**config.mk**
```make
export PLATFORM = sky130hd
export DESIGN_NAME = button_press_classifier_encoder_accum_core_flat
export DESIGN_NICKNAME = d
export VERILOG_FILES = /design/src/hw/rtl/bpcea_pkg.sv /design/src/hw/rtl/bpcea_if.sv /design/src/hw/rtl/bpcea_ram.sv /design/src/hw/rtl/button_press_classifier_encoder_accum_core.sv /design/src/flat_wrapper.sv
export SDC_FILE = /design/constraint.sdc
export NUM_CORES = 1
export LEC_CHECK = 0
export ABC_AREA = 1
export BUFFER_PORTS_ARGS = -buffer_cell sky130_fd_sc_hd__buf_2
export CAP_MARGIN = 20
export CORE_ASPECT_RATIO = 2
export CORE_MARGIN = 5
export CORE_UTILIZATION = 60
export CTS_CLUSTER_SIZE = 12
export DETAILED_ROUTE_END_ITERATION = 16
export PLACE_DENSITY = 0.75
export SLEW_MARGIN = 0
export SYNTH_ARGS = -nofsm -noshare
export SYNTH_HDL_FRONTEND = slang
export SYNTH_SLANG_ARGS = --single-unit
```
**constraint.sdc**
```tcl
create_clock -name clock -period 25.8 [get_ports clock]
set_input_delay 3.87 -clock clock [delete_from_list [all_inputs] [get_ports clock]]
set_output_delay 3.87 -clock clock [all_outputs]
set_load 0.005 [all_outputs]
```
**src/hw/rtl/bpcea_pkg.sv**
```systemverilog
// shared types and constants of the button press classifier / encoder accumulator
// no dependencies; used by every other file of the block but bpcea_ram

package bpcea_pkg;

   // fixed field widths
   localparam int unsigned CHAN_W  = 2;
   localparam int unsigned TIME_W  = 32;
   localparam int unsigned POS_W   = 32;
   localparam int unsigned CSR_W   = 16;
   localparam int unsigned CSR_IDX_W = 2;

   // default channel count
   localparam int unsigned CHANNELS_DEFAULT = 4;

   // response queue depth
   localparam int unsigned RSP_DEPTH = 3;
   localparam int unsigned RSP_PTR_W = 2;
   localparam int unsigned RSP_CNT_W = 2;

   // register indexes
   localparam logic [CSR_IDX_W-1:0] CSR_DEBOUNCE_MS       = 2'd0;
   localparam logic [CSR_IDX_W-1:0] CSR_LONG_PRESS_MS     = 2'd1;
   localparam logic [CSR_IDX_W-1:0] CSR_VERY_LONG_PRESS_MS = 2'd2;

   // register reset values
   localparam logic [CSR_W-1:0] DEBOUNCE_MS_RESET        = 16'd50;
   localparam logic [CSR_W-1:0] LONG_PRESS_MS_RESET      = 16'd800;
   localparam logic [CSR_W-1:0] VERY_LONG_PRESS_MS_RESET = 16'd2500;

   // button sample codes
   localparam logic LEVEL_PRESSED  = 1'b0;
   localparam logic LEVEL_RELEASED = 1'b1;

   // per-channel state word kept in the state memory
   typedef struct packed {
      logic              level;
      logic [TIME_W-1:0] last_accept;
      logic [TIME_W-1:0] press_start;
      logic [POS_W-1:0]  position;
   } chan_state_type;

   localparam chan_state_type CHAN_STATE_RESET = '{
      level:       LEVEL_RELEASED,
      last_accept: '0,
      press_start: '0,
      position:    '0
   };

   // one result beat
   typedef struct packed {
      logic [CHAN_W-1:0]       out_channel;
      logic                    short_press;
      logic                    long_press;
      logic                    very_long_press;
      logic                    held;
      logic [TIME_W-1:0]       press_start_ms;
      logic signed [POS_W-1:0] position;
      logic                    changed;
   } rsp_payload_type;

endpackage

```
**src/hw/rtl/bpcea_if.sv**
```systemverilog
// valid/ready channel interfaces for poll beats and result beats
// depends on bpcea_pkg

interface bpcea_req_if;
   logic                                valid;
   logic                                ready;
   logic [bpcea_pkg::CHAN_W-1:0]        channel;
   logic                                level;
   logic                                confirm_level;
   logic signed [bpcea_pkg::POS_W-1:0]  delta;
   logic [bpcea_pkg::TIME_W-1:0]        now_ms;

   modport source (output valid, channel, level, confirm_level, delta, now_ms,
                   input ready);
   modport sink   (input valid, channel, level, confirm_level, delta, now_ms,
                   output ready);
endinterface

interface bpcea_rsp_if;
   logic                                valid;
   logic                                ready;
   logic [bpcea_pkg::CHAN_W-1:0]        out_channel;
   logic                                short_press;
   logic                                long_press;
   logic                                very_long_press;
   logic                                held;
   logic [bpcea_pkg::TIME_W-1:0]        press_start_ms;
   logic signed [bpcea_pkg::POS_W-1:0]  position;
   logic                                changed;

   modport source (output valid, out_channel, short_press, long_press, very_long_press,
                   held, press_start_ms, position, changed,
                   input ready);
   modport sink   (input valid, out_channel, short_press, long_press, very_long_press,
                   held, press_start_ms, position, changed,
                   output ready);
endinterface

```
**src/hw/rtl/bpcea_ram.sv**
```systemverilog
// generic single-write, single-read ram with registered read data
// no dependencies

module bpcea_ram #(
   parameter int unsigned WIDTH = 8,
   parameter int unsigned DEPTH = 4
) (
   input  logic                                      clock,
   input  logic                                      we,
   input  logic [((DEPTH > 1) ? $clog2(DEPTH) : 1)-1:0] waddr,
   input  logic [WIDTH-1:0]                          wdata,
   input  logic                                      re,
   input  logic [((DEPTH > 1) ? $clog2(DEPTH) : 1)-1:0] raddr,
   output logic [WIDTH-1:0]                          rdata
);

   logic [WIDTH-1:0] mem_ff [DEPTH];
   logic [WIDTH-1:0] rdata_ff;

   always_ff @(posedge clock) begin
      if (we) begin
         mem_ff[waddr] <= wdata;
      end
      if (re) begin
         rdata_ff <= mem_ff[raddr];
      end
   end

   assign rdata = rdata_ff;

endmodule

```
**src/hw/rtl/button_press_classifier_encoder_accum_core.sv**
```systemverilog
// top level of the button press classifier with encoder accumulator
// depends on bpcea_pkg, bpcea_if (bpcea_req_if, bpcea_rsp_if) and bpcea_ram
//
//   channel  | dir | handshake      | beat contents
//   ---------+-----+----------------+-------------------------------------------------
//   req_ch   | in  | valid / ready  | channel, level, confirm_level, delta, now_ms
//   rsp_ch   | out | valid / ready  | out_channel, press pulses, held, press_start_ms,
//            |     |                | position, changed
//   csr_*    | in  | write enable   | csr_index selects register, csr_wdata is the value
//
// one poll beat is accepted per cycle while req_ready is high; each produces
// exactly one result beat, queued after the state ram read and classify / write back
// the per-channel state sits in one ram; a one-entry write-back register forwards
// the newest state when back-to-back polls hit the same channel
// reset is synchronous; entry valid flags make an unwritten channel read as its
// reset state, so no clearing pass is needed
// a three-beat result queue absorbs rsp stalls; req_ready drops only when the
// queue plus the item in flight already fill it

module button_press_classifier_encoder_accum_core #(
   parameter int unsigned CHANNELS = bpcea_pkg::CHANNELS_DEFAULT
) (
   input  logic                              clock,
   input  logic                              reset,
   input  logic                              csr_we,
   input  logic [bpcea_pkg::CSR_IDX_W-1:0]   csr_index,
   input  logic [bpcea_pkg::CSR_W-1:0]       csr_wdata,
   bpcea_req_if.sink                         req_ch,
   bpcea_rsp_if.source                       rsp_ch
);

   localparam int unsigned AW     = (CHANNELS > 1) ? $clog2(CHANNELS) : 1;
   localparam int unsigned CWIDE  = AW + bpcea_pkg::CHAN_W;
   localparam int unsigned STATE_W = $bits(bpcea_pkg::chan_state_type);

   // ---------------- configuration registers ----------------
   logic [bpcea_pkg::CSR_W-1:0] debounce_ms_ff, debounce_ms_in;
   logic [bpcea_pkg::CSR_W-1:0] long_ms_ff, long_ms_in;
   logic [bpcea_pkg::CSR_W-1:0] very_long_ms_ff, very_long_ms_in;

   always_comb begin
      debounce_ms_in  = debounce_ms_ff;
      long_ms_in      = long_ms_ff;
      very_long_ms_in = very_long_ms_ff;
      if (csr_we) begin
         case (csr_index)
            bpcea_pkg::CSR_DEBOUNCE_MS:        debounce_ms_in  = csr_wdata;
            bpcea_pkg::CSR_LONG_PRESS_MS:      long_ms_in      = csr_wdata;
            bpcea_pkg::CSR_VERY_LONG_PRESS_MS: very_long_ms_in = csr_wdata;
            default: ;  // unknown index, write dropped
         endcase
      end
   end

   always_ff @(posedge clock) begin
      if (reset) begin
         debounce_ms_ff  <= bpcea_pkg::DEBOUNCE_MS_RESET;
         long_ms_ff      <= bpcea_pkg::LONG_PRESS_MS_RESET;
         very_long_ms_ff <= bpcea_pkg::VERY_LONG_PRESS_MS_RESET;
      end else begin
         debounce_ms_ff  <= debounce_ms_in;
         long_ms_ff      <= long_ms_in;
         very_long_ms_ff <= very_long_ms_in;
      end
   end

   // ---------------- stage 0: accept and issue ram read ----------------
   logic                  req_accept;
   logic [CWIDE-1:0]      req_ch_wide;
   logic [AW-1:0]         req_addr;
   logic                  req_in_range;

   assign req_accept   = req_ch.valid && req_ch.ready;
   assign req_ch_wide  = {{AW{1'b0}}, req_ch.channel};
   assign req_addr     = req_ch_wide[AW-1:0];
   assign req_in_range = req_ch_wide < CWIDE'(CHANNELS);

   // stage 1 registers: control reset, payload not
   logic                                s1_valid_ff, s1_valid_in;
   logic                                s1_in_range_ff;
   logic [AW-1:0]                       s1_addr_ff;
   logic [bpcea_pkg::CHAN_W-1:0]        s1_channel_ff;
   logic                                s1_level_ff;
   logic                                s1_confirm_ff;
   logic [bpcea_pkg::POS_W-1:0]         s1_delta_ff;
   logic [bpcea_pkg::TIME_W-1:0]        s1_now_ff;

   assign s1_valid_in = req_accept;

   always_ff @(posedge clock) begin
      if (reset) begin
         s1_valid_ff <= 1'b0;
      end else begin
         s1_valid_ff <= s1_valid_in;
      end
   end

   always_ff @(posedge clock) begin
      if (req_accept) begin
         s1_in_range_ff <= req_in_range;
         s1_addr_ff     <= req_addr;
         s1_channel_ff  <= req_ch.channel;
         s1_level_ff    <= req_ch.level;
         s1_confirm_ff  <= req_ch.confirm_level;
         s1_delta_ff    <= $unsigned(req_ch.delta);
         s1_now_ff      <= req_ch.now_ms;
      end
   end

   // ---------------- state ram ----------------
   logic                  st_we;
   logic [STATE_W-1:0]    st_wdata;
   logic [STATE_W-1:0]    st_rdata;

   bpcea_ram #(
      .WIDTH (STATE_W),
      .DEPTH (CHANNELS)
   ) u_state_ram (
      .clock (clock),
      .we    (st_we),
      .waddr (s1_addr_ff),
      .wdata (st_wdata),
      .re    (req_accept),
      .raddr (req_addr),
      .rdata (st_rdata)
   );

   // entry valid flags: a never-written channel reads as its reset state
   logic [CHANNELS-1:0] entry_valid_ff, entry_valid_in;

   always_comb begin
      entry_valid_in = entry_valid_ff;
      if (st_we) begin
         entry_valid_in[s1_addr_ff] = 1'b1;
      end
   end

   always_ff @(posedge clock) begin
      if (reset) begin
         entry_valid_ff <= '0;
      end else begin
         entry_valid_ff <= entry_valid_in;
      end
   end

   // write-back forwarding register: newest state written
   logic                       fwd_valid_ff;
   logic [AW-1:0]              fwd_addr_ff;
   bpcea_pkg::chan_state_type  fwd_state_ff;

   // ---------------- stage 1: classify, accumulate, write back ----------------
   bpcea_pkg::chan_state_type cur_state;
   bpcea_pkg::chan_state_type new_state;
   logic [bpcea_pkg::TIME_W-1:0] since_accept;
   logic [bpcea_pkg::TIME_W-1:0] press_len;
   logic                         edge_seen;
   logic                         edge_ok;
   logic                         release_ok;
   logic                         pulse_very_long;
   logic                         pulse_long;
   logic                         pulse_short;
   bpcea_pkg::rsp_payload_type   s1_rsp;

   always_comb begin
      // newest state: forwarded write, then ram, then reset value
      if (fwd_valid_ff && (fwd_addr_ff == s1_addr_ff)) begin
         cur_state = fwd_state_ff;
      end else if (entry_valid_ff[s1_addr_ff]) begin
         cur_state = bpcea_pkg::chan_state_type'(st_rdata);
      end else begin
         cur_state = bpcea_pkg::CHAN_STATE_RESET;
      end

      // wrapping time differences
      since_accept = s1_now_ff - cur_state.last_accept;
      press_len    = s1_now_ff - cur_state.press_start;

      edge_seen = s1_level_ff != cur_state.level;
      edge_ok   = edge_seen && (s1_confirm_ff == s1_level_ff) &&
                  (since_accept >= {{(bpcea_pkg::TIME_W-bpcea_pkg::CSR_W){1'b0}},
                                    debounce_ms_ff});
      release_ok = edge_ok && (s1_level_ff == bpcea_pkg::LEVEL_RELEASED);

      // very long is tested first, so it wins when thresholds overlap
      pulse_very_long = release_ok &&
                        (press_len >= {{(bpcea_pkg::TIME_W-bpcea_pkg::CSR_W){1'b0}},
                                       very_long_ms_ff});
      pulse_long      = release_ok && !pulse_very_long &&
                        (press_len >= {{(bpcea_pkg::TIME_W-bpcea_pkg::CSR_W){1'b0}},
                                       long_ms_ff});
      pulse_short     = release_ok && !pulse_very_long && !pulse_long;

      new_state = cur_state;
      if (edge_ok) begin
         new_state.level       = s1_level_ff;
         new_state.last_accept = s1_now_ff;
         if (s1_level_ff == bpcea_pkg::LEVEL_PRESSED) begin
            new_state.press_start = s1_now_ff;
         end
      end
      new_state.position = cur_state.position + s1_delta_ff;

      // result beat; out-of-range channel gives zeros except the channel
      s1_rsp = '0;
      s1_rsp.out_channel = s1_channel_ff;
      if (s1_in_range_ff) begin
         s1_rsp.short_press     = pulse_short;
         s1_rsp.long_press      = pulse_long;
         s1_rsp.very_long_press = pulse_very_long;
         s1_rsp.held            = new_state.level == bpcea_pkg::LEVEL_PRESSED;
         s1_rsp.press_start_ms  = new_state.press_start;
         s1_rsp.position        = $signed(new_state.position);
         s1_rsp.changed         = pulse_short || pulse_long || pulse_very_long ||
                                  (s1_level_ff != new_state.level) ||
                                  (s1_delta_ff != '0);
      end
   end

   assign st_we    = s1_valid_ff && s1_in_range_ff;
   assign st_wdata = new_state;

   always_ff @(posedge clock) begin
      if (reset) begin
         fwd_valid_ff <= 1'b0;
      end else if (st_we) begin
         fwd_valid_ff <= 1'b1;
      end
   end

   always_ff @(posedge clock) begin
      if (st_we) begin
         fwd_addr_ff  <= s1_addr_ff;
         fwd_state_ff <= new_state;
      end
   end

   // ---------------- result queue ----------------
   bpcea_pkg::rsp_payload_type       rsp_q_ff [bpcea_pkg::RSP_DEPTH];
   logic [bpcea_pkg::RSP_PTR_W-1:0]  wr_ptr_ff, wr_ptr_in;
   logic [bpcea_pkg::RSP_PTR_W-1:0]  rd_ptr_ff, rd_ptr_in;
   logic [bpcea_pkg::RSP_CNT_W-1:0]  count_ff, count_in;
   logic                             q_push;
   logic                             q_pop;
   logic [bpcea_pkg::RSP_CNT_W:0]    occupancy;
   bpcea_pkg::rsp_payload_type       rsp_head;

   assign q_push = s1_valid_ff;
   assign q_pop  = rsp_ch.valid && rsp_ch.ready;

   always_comb begin
      wr_ptr_in = wr_ptr_ff;
      rd_ptr_in = rd_ptr_ff;
      count_in  = count_ff;
      if (q_push) begin
         wr_ptr_in = (wr_ptr_ff == bpcea_pkg::RSP_PTR_W'(bpcea_pkg::RSP_DEPTH - 1)) ?
                     '0 : wr_ptr_ff + 1'b1;
      end
      if (q_pop) begin
         rd_ptr_in = (rd_ptr_ff == bpcea_pkg::RSP_PTR_W'(bpcea_pkg::RSP_DEPTH - 1)) ?
                     '0 : rd_ptr_ff + 1'b1;
      end
      case ({q_push, q_pop})
         2'b10:   count_in = count_ff + 1'b1;
         2'b01:   count_in = count_ff - 1'b1;
         default: count_in = count_ff;
      endcase
   end

   always_ff @(posedge clock) begin
      if (reset) begin
         wr_ptr_ff <= '0;
         rd_ptr_ff <= '0;
         count_ff  <= '0;
      end else begin
         wr_ptr_ff <= wr_ptr_in;
         rd_ptr_ff <= rd_ptr_in;
         count_ff  <= count_in;
      end
   end

   always_ff @(posedge clock) begin
      if (q_push) begin
         rsp_q_ff[wr_ptr_ff] <= s1_rsp;
      end
   end

   // room for the beat in flight plus one more
   assign occupancy    = {1'b0, count_ff} + {{bpcea_pkg::RSP_CNT_W{1'b0}}, s1_valid_ff};
   assign req_ch.ready = occupancy < (bpcea_pkg::RSP_CNT_W + 1)'(bpcea_pkg::RSP_DEPTH);

   assign rsp_head               = rsp_q_ff[rd_ptr_ff];
   assign rsp_ch.valid           = count_ff != '0;
   assign rsp_ch.out_channel     = rsp_head.out_channel;
   assign rsp_ch.short_press     = rsp_head.short_press;
   assign rsp_ch.long_press      = rsp_head.long_press;
   assign rsp_ch.very_long_press = rsp_head.very_long_press;
   assign rsp_ch.held            = rsp_head.held;
   assign rsp_ch.press_start_ms  = rsp_head.press_start_ms;
   assign rsp_ch.position        = rsp_head.position;
   assign rsp_ch.changed         = rsp_head.changed;

endmodule

```
**src/flat_wrapper.sv**
```systemverilog
// flat-port wrapper written by rule: the top's interface ports become plain ports
module button_press_classifier_encoder_accum_core_flat 
#(
   parameter int unsigned CHANNELS = bpcea_pkg::CHANNELS_DEFAULT
)
  (clock, reset, csr_we, csr_index, csr_wdata, req_ch_valid, req_ch_channel, req_ch_level, req_ch_confirm_level, req_ch_delta, req_ch_now_ms, req_ch_ready, rsp_ch_valid, rsp_ch_out_channel, rsp_ch_short_press, rsp_ch_long_press, rsp_ch_very_long_press, rsp_ch_held, rsp_ch_press_start_ms, rsp_ch_position, rsp_ch_changed, rsp_ch_ready);
  bpcea_req_if req_ch_i ();
  bpcea_rsp_if rsp_ch_i ();
  input  logic clock;
  input  logic reset;
  input  logic csr_we;
  input  logic [bpcea_pkg::CSR_IDX_W-1:0] csr_index;
  input  logic [bpcea_pkg::CSR_W-1:0] csr_wdata;
  input wire logic [$bits(req_ch_i.valid)-1:0] req_ch_valid;
  input wire logic [$bits(req_ch_i.channel)-1:0] req_ch_channel;
  input wire logic [$bits(req_ch_i.level)-1:0] req_ch_level;
  input wire logic [$bits(req_ch_i.confirm_level)-1:0] req_ch_confirm_level;
  input wire logic [$bits(req_ch_i.delta)-1:0] req_ch_delta;
  input wire logic [$bits(req_ch_i.now_ms)-1:0] req_ch_now_ms;
  output wire logic [$bits(req_ch_i.ready)-1:0] req_ch_ready;
  output wire logic [$bits(rsp_ch_i.valid)-1:0] rsp_ch_valid;
  output wire logic [$bits(rsp_ch_i.out_channel)-1:0] rsp_ch_out_channel;
  output wire logic [$bits(rsp_ch_i.short_press)-1:0] rsp_ch_short_press;
  output wire logic [$bits(rsp_ch_i.long_press)-1:0] rsp_ch_long_press;
  output wire logic [$bits(rsp_ch_i.very_long_press)-1:0] rsp_ch_very_long_press;
  output wire logic [$bits(rsp_ch_i.held)-1:0] rsp_ch_held;
  output wire logic [$bits(rsp_ch_i.press_start_ms)-1:0] rsp_ch_press_start_ms;
  output wire logic [$bits(rsp_ch_i.position)-1:0] rsp_ch_position;
  output wire logic [$bits(rsp_ch_i.changed)-1:0] rsp_ch_changed;
  input wire logic [$bits(rsp_ch_i.ready)-1:0] rsp_ch_ready;
  assign req_ch_i.valid = req_ch_valid;
  assign req_ch_i.channel = req_ch_channel;
  assign req_ch_i.level = req_ch_level;
  assign req_ch_i.confirm_level = req_ch_confirm_level;
  assign req_ch_i.delta = req_ch_delta;
  assign req_ch_i.now_ms = req_ch_now_ms;
  assign req_ch_ready = req_ch_i.ready;
  assign rsp_ch_valid = rsp_ch_i.valid;
  assign rsp_ch_out_channel = rsp_ch_i.out_channel;
  assign rsp_ch_short_press = rsp_ch_i.short_press;
  assign rsp_ch_long_press = rsp_ch_i.long_press;
  assign rsp_ch_very_long_press = rsp_ch_i.very_long_press;
  assign rsp_ch_held = rsp_ch_i.held;
  assign rsp_ch_press_start_ms = rsp_ch_i.press_start_ms;
  assign rsp_ch_position = rsp_ch_i.position;
  assign rsp_ch_changed = rsp_ch_i.changed;
  assign rsp_ch_i.ready = rsp_ch_ready;
  button_press_classifier_encoder_accum_core #(.CHANNELS(CHANNELS)) u_core (.clock(clock), .reset(reset), .csr_we(csr_we), .csr_index(csr_index), .csr_wdata(csr_wdata), .req_ch(req_ch_i), .rsp_ch(rsp_ch_i));
endmodule
```
; Word level (Yosys, flattened, before mapping)
; Memory sizes are Yosys's and may differ from the RTL's. A register that Yosys moved wholly into a read port is not among the register bits.
; Cells that the tools add are included.
[totals]
regBits = 228
latch_bits = 0
ramBits = 601
rom_bits = 0
input_bits = 91
out_inout_bits = 73
word_cells = 92
mem_count = 2
[op_classes]
n_addsub = 8
multipliers = 0
div = 0
magnitude_cmp = 7
eq_ne = 10
shifts = 0
muxes = 18
n_bitwise = 2
n_reduce_logical = 25
[mem_list]
columns = name, depth, word_bits, rd, rd_clocked_by_memory_dff, wr, line
row1 = u_core.u_state_ram.mem_ff, 4, 97, 1, 1, 1, bpcea_ram.sv:17  ; logic [WIDTH-1:0] mem_ff [DEPTH];
row2 = u_core.rsp_q_ff, 3, 71, 1, 1, 1, button_press_classifier_encoder_accum_core.sv:238  ; bpcea_pkg::rsp_payload_type rsp_q_ff [bpcea_pkg::RSP_DEPTH];
[ops]
columns = op, n
row1 = 2-to-1 mux 97 bit, 2
row2 = >= comparator 32 x 16 -> 1 bit, 3
row3 = 2-to-1 mux 69 bit, 1
row4 = 2-to-1 mux 65 bit, 1
row5 = subtractor 32 bit, 2
row6 = adder 32 bit, 1
row7 = 2-to-1 mux 32 bit, 1
row8 = nonzero test 32 bit, 1
row9 = logical AND 1 bit, 12
row10 = == test 2 bit (second input constant), 4
row11 = 2-to-1 mux 2 bit, 4
row12 = adder 2 x 1 -> 2 bit (second input constant), 3
row13 = less-than comparator 2 x 3 -> 1 bit (second input constant), 2
row14 = 2-to-1 mux 1 bit, 6
row15 = AND reduction 2 bit, 3
row16 = == test 2 x 1 -> 1 bit (second input constant), 2
row17 = logical OR 1 bit, 4
row18 = OR 4 bit, 1
row19 = one-hot mux 2 bit (2 select lines), 1
row20 = nonzero test 2 bit, 2
row21 = adder 2 x 1 -> 3 bit, 1
row22 = less-than comparator 3 x 2 -> 1 bit (second input constant), 1
row23 = binary-select mux 1 bit (select 2 bit), 1
row24 = demux 1 bit (select 2 bit), 1
row25 = 8 further kinds, 10

; Depth between registers and ports, before layout
[depth]
word_depth = 19
ltp_mapped = 42
depth_no_buf = 38

; By module
; A second synthesis with hierarchy kept.
[unflattened]
hier_cells = 4158
area_unflattened_um2 = 43045.0
[modules_own_cells]
columns = module, instances, cells_each, area_per_inst_um2, seq_area_each_um2
row1 = button_press_classifier_encoder_accum_core, 1, 2533, 23781.6, 12652.1
row2 = bpcea_ram, 1, 1625, 19263.5, 14564.0

; Worst setup path before layout
; No wires, ideal clock.
[synth_timing]
kind = reg2reg
startpoint = register u_core.s1_valid_ff, in the netlist u_core.q_push
endpoint = memory u_core.u_state_ram.mem_ff[3][0] in the netlist's numbering, enable pin
setup_time_ns = 0.674
t_arrival_ns = 9.891
slack_ns = 15.235
path_stages_with_launch = 3
n_path_buf = 0
cell_sequence = dfxtp_1 -> inv_1 -> nor3_1
[synth_between]
elab_chain_cells = 3
[synth_lines]
columns = item, line
row1 = "start, declared", button_press_classifier_encoder_accum_core.sv:79  ; logic s1_valid_ff, s1_valid_in;
row2 = "start signal, assigned", button_press_classifier_encoder_accum_core.sv:94  ; s1_valid_ff <= s1_valid_in;
row3 = logical AND 1 bit, button_press_classifier_encoder_accum_core.sv:219  ; assign st_we = s1_valid_ff && s1_in_range_ff;
row4 = 2-to-1 mux 1 bit, bpcea_ram.sv:21  ; if (we) begin
row5 = 2-to-1 mux 1 bit (not written as such), bpcea_ram.sv:22  ; mem_ff[waddr] <= wdata;
row6 = "end, declared", bpcea_ram.sv:17
; No other way between the ends.

==> results.json <==
{
  "report.final.hold_viol_count": 0,
  "netSwitchingPower_mw": 0.934,
  "fp.dieH_um": 379,
  "skew_ns": 0.0282,
  "row_count": 135,
  "antenna_found_initial": 3,
  "r2r_start": "u_core.s1_addr_ff[1]$_DFFE_PP_",
  "totalWireLength_mm": 111,
  "yosys_register_bits": 927,
  "clk_pin_slew_worst_paths_ns": 0.06,
  "power_mw": 3.50,
  "grt_usage": 0.295,
  "ys.flop_type": "edfxtp_1",
  "start_util": 0.604,
  "cts_max_path_buffers": 3,
  "critPathRequiredTime_ns": 26.17,
  "place.gp.congestion": 1.03,
  "hold_buffers": 0,
  "syn-cell-area_um2": 40900,
  "intPower_mw": 2.56,
  "drv_cap": 0,
  "firstDrtPassIters": 6,
  "power.density_nw_per_um2": 77.7,
  "ant_nets": 0,
  "drc": 0,
  "cts_buffers": 88,
  "setup_violations": 0,
  "crit_type": "reg2reg",
  "ir_drop_mv": 0.0654,
  "setup_slack_ns": 18.11,
  "p_leak_nw": 17.0,
  "synthCells": 3572,
  "hp-class": "reg2reg",
  "slew_headroom": 0.199,
  "syn_nets": 3799,
  "synth_area_per_cell_um2": 11.4,
  "vias_per_cell": 6.12,
  "cts.repair.resized": 0,
  "cp_max_fo": 61,
  "endpoint": "u_core.rsp_q_ff[1][53]$_DFFE_PP_",
  "cts_setup_buffers": 0,
  "wl_per_cell_um": 23.8,
  "grt_pass1_vias": 28700,
  "ys_warn_count": 0,
  "cpPeakStageDelay_ns": 0.65,
  "p_seq_frac": 0.517,
  "cp_slowest_cell": "xnor2_2",
  "r2r_end": "u_core.rsp_q_ff[1][53]$_DFFE_PP_",
  "crit_start": "u_core.s1_addr_ff[1]$_DFFE_PP_",
  "drtIter0Drc": 2552,
  "grt_pass1_wl_mm": 165,
  "hold_ws_ns": 0.462,
  "rsz0062_at_grt": "false",
  "r2r_slack_ns": 18.11,
  "die_area_um2": 73800,
  "async_reset_ff_frac": 0,
  "core_um2": 67700,
  "ios": 164,
  "syn_to_final_growth_pct": 9.95,
  "tightest_slew_ns": 1.20,
  "cp.arrival_ns": 8.06,
  "tritoncts": "done",
  "comb_power_share": 0.154,
  "fmax_mhz": 130,
  "cts_num_sinks": 927,
  "overflow": 0,
  "fin_crit_sh": 0.298,
  "maxSlewViolCount": 0,
  "die_w_um": 195,
  "startpoint_type": "flop",
  "synth_edf_count": 865,
  "place.port_buffers": 163,
  "post-place-ws_ns": 18.38,
  "grt_max_degree": 106,
  "worstRegToRegCells": 33,
  "switching_share": 0.267,
  "htreeDepth": 3,
  "clkPwrFrac": 0.329,
  "cp_common_cell": "nand2_1",
  "synth_cell_types": 49,
  "clock_latency_ns": 0.66,
  "min_period_ns": 7.69,
  "cp-end-kind": "flop",
  "setup_tns_ns": 0,
  "cts_root_buffer": "clkbuf_16",
  "via_count": 28400,
  "status": "complete, no violations",
  "ys_seq_area_frac": 0.666,
  "fin_util": 0.664,
  "finalNetCount": 3945,
  "drive_gt1_frac": 0.0947,
  "n_antenna_cell": 0,
  "hpwlAfterDp_mm": 71.7
}
==> cells by family after synthesis <==
logic type                 count (synthesis)  share of synthesized area
AOI/OAI and AO/OA                        901                      0.124
xor gates and xnor gates                  70                     0.0152
DFF                                      927                      0.666
and+or+nand+nor                         1075                      0.109
buffers and inverters                    463                     0.0444
adders and majority gates                136                     0.0420
==> flip-flops by register name, indices dropped and copies added, names as in the netlist, 16 cells and up, named ones only <==
register	flops
u_core.s1_now_ff	32
u_core.u_state_ram.mem_ff	388
u_core.long_ms_ff	16
u_core.rsp_q_ff	213
u_core.u_state_ram.rdata	97
u_core.s1_delta_ff	32
u_core.debounce_ms_ff	16
u_core.fwd_state_ff	97
u_core.very_long_ms_ff	16
==> per-stage QoR <==
stage,instances,area (µm²)
finish,4640,45000
CTS,4639,44900
floorplan,3572,40900
global route,4640,45000
detailed placement,4517,42500
global placement,4517,42500
==> layout make-up <==
class                      instances  area [µm²]
tap                              890        1110
timing repair buffer             196        1090
clock buffer                     114        2360
multi-input combinational       2182       11900
fill                            4996       22800
clock inverter                     8        53.8
sequential                       927       27200
inverter                         323        1220
==> Yosys cell counts (8+ instances only) <==
master,count,area (µm²)
nand3_2,12,120
o21ai_1,33,165
a21oi_1,305,1530
nor3_1,20,100
o21ai_0,312,1560
xor2_1,57,499
clkbuf_1,110,413
nor4_1,9,56.3
edfxtp_1,865,26000
a22o_1,55,482
a31oi_1,10,62.6
nand2_2,15,93.8
buf_1,12,45.0
a211oi_1,8,60.1
nand2_1,492,1850
o211ai_1,12,90.1
nor2_1,384,1440
xnor2_1,12,105
ha_1,134,1680
a21o_1,10,75.1
inv_1,315,1180
o22ai_1,125,782
nand4_1,26,163
dfxtp_1,62,1240
nand3_1,98,490
==> routing by layer <==
metal,global-route usage,vias up,wire length (µm)
met5,0,-,25
met4,0.154,4,6190
met3,0.0504,310,7490
met2,0.533,1273,57900
met1,0.334,13800,39000
li1,-,13000,-
==> how the worst min path moves through the flow <==
stage / from / depth (start not counted) / end / slack [ns]
finish: u_core.very_long_ms_ff[5]$_SDFFE_PP0P_ / 2 / u_core.very_long_ms_ff[5]$_SDFFE_PP0P_ / 0.46
CTS: u_core.very_long_ms_ff[5]$_SDFFE_PP0P_ / 2 / u_core.very_long_ms_ff[5]$_SDFFE_PP0P_ / 0.46
floorplan: u_core.fwd_valid_ff$_SDFFE_PP0P_ / 2 / u_core.fwd_valid_ff$_SDFFE_PP0P_ / 0.43
global placement: u_core.entry_valid_ff[3]$_SDFFE_PP0P_ / 1 / u_core.entry_valid_ff[3]$_SDFFE_PP0P_ / 0.45
detailed placement: u_core.very_long_ms_ff[5]$_SDFFE_PP0P_ / 2 / u_core.very_long_ms_ff[5]$_SDFFE_PP0P_ / 0.45
global route: u_core.debounce_ms_ff[15]$_SDFFE_PP0P_ / 2 / u_core.debounce_ms_ff[15]$_SDFFE_PP0P_ / 0.48
==> cells in the final DEF (no fill, tap or decap), types with 98 or more instances in the layout <==
cell type  netlist  layout
inv_1          315     309
nand3_1         98      98
buf_2            7     162
edfxtp_1       865     865
o21ai_0        312     312
ha_1           134     134
nand2_1        492     492
a21oi_1        305     305
o22ai_1        125     125
nor2_1         384     383
==> power by group through the flow <==
stage	logic, mW	clock network [mW]	registers (mW)
final	0.537	1.15	1.81
after global routing	0.589	1.22	1.81
after floorplan	0.337	0	1.83
after global placement	0.522	0	1.84
after CTS	0.534	1.16	1.81
after detailed placement	0.531	0	1.84
==> worst max-delay path: cells and delay by family, from the launching register on <==
kind,cells,cell delay (ns)
and+or+nand+nor,22,2.85
buffers and inverters,5,2.02
xor gates and xnor gates,2,0.80
AOI/OAI and AO/OA,3,0.80
DFF,1,0.50
adders and majority gates,1,0.29
No activity file was read; power rests on OpenSTA's default activity.
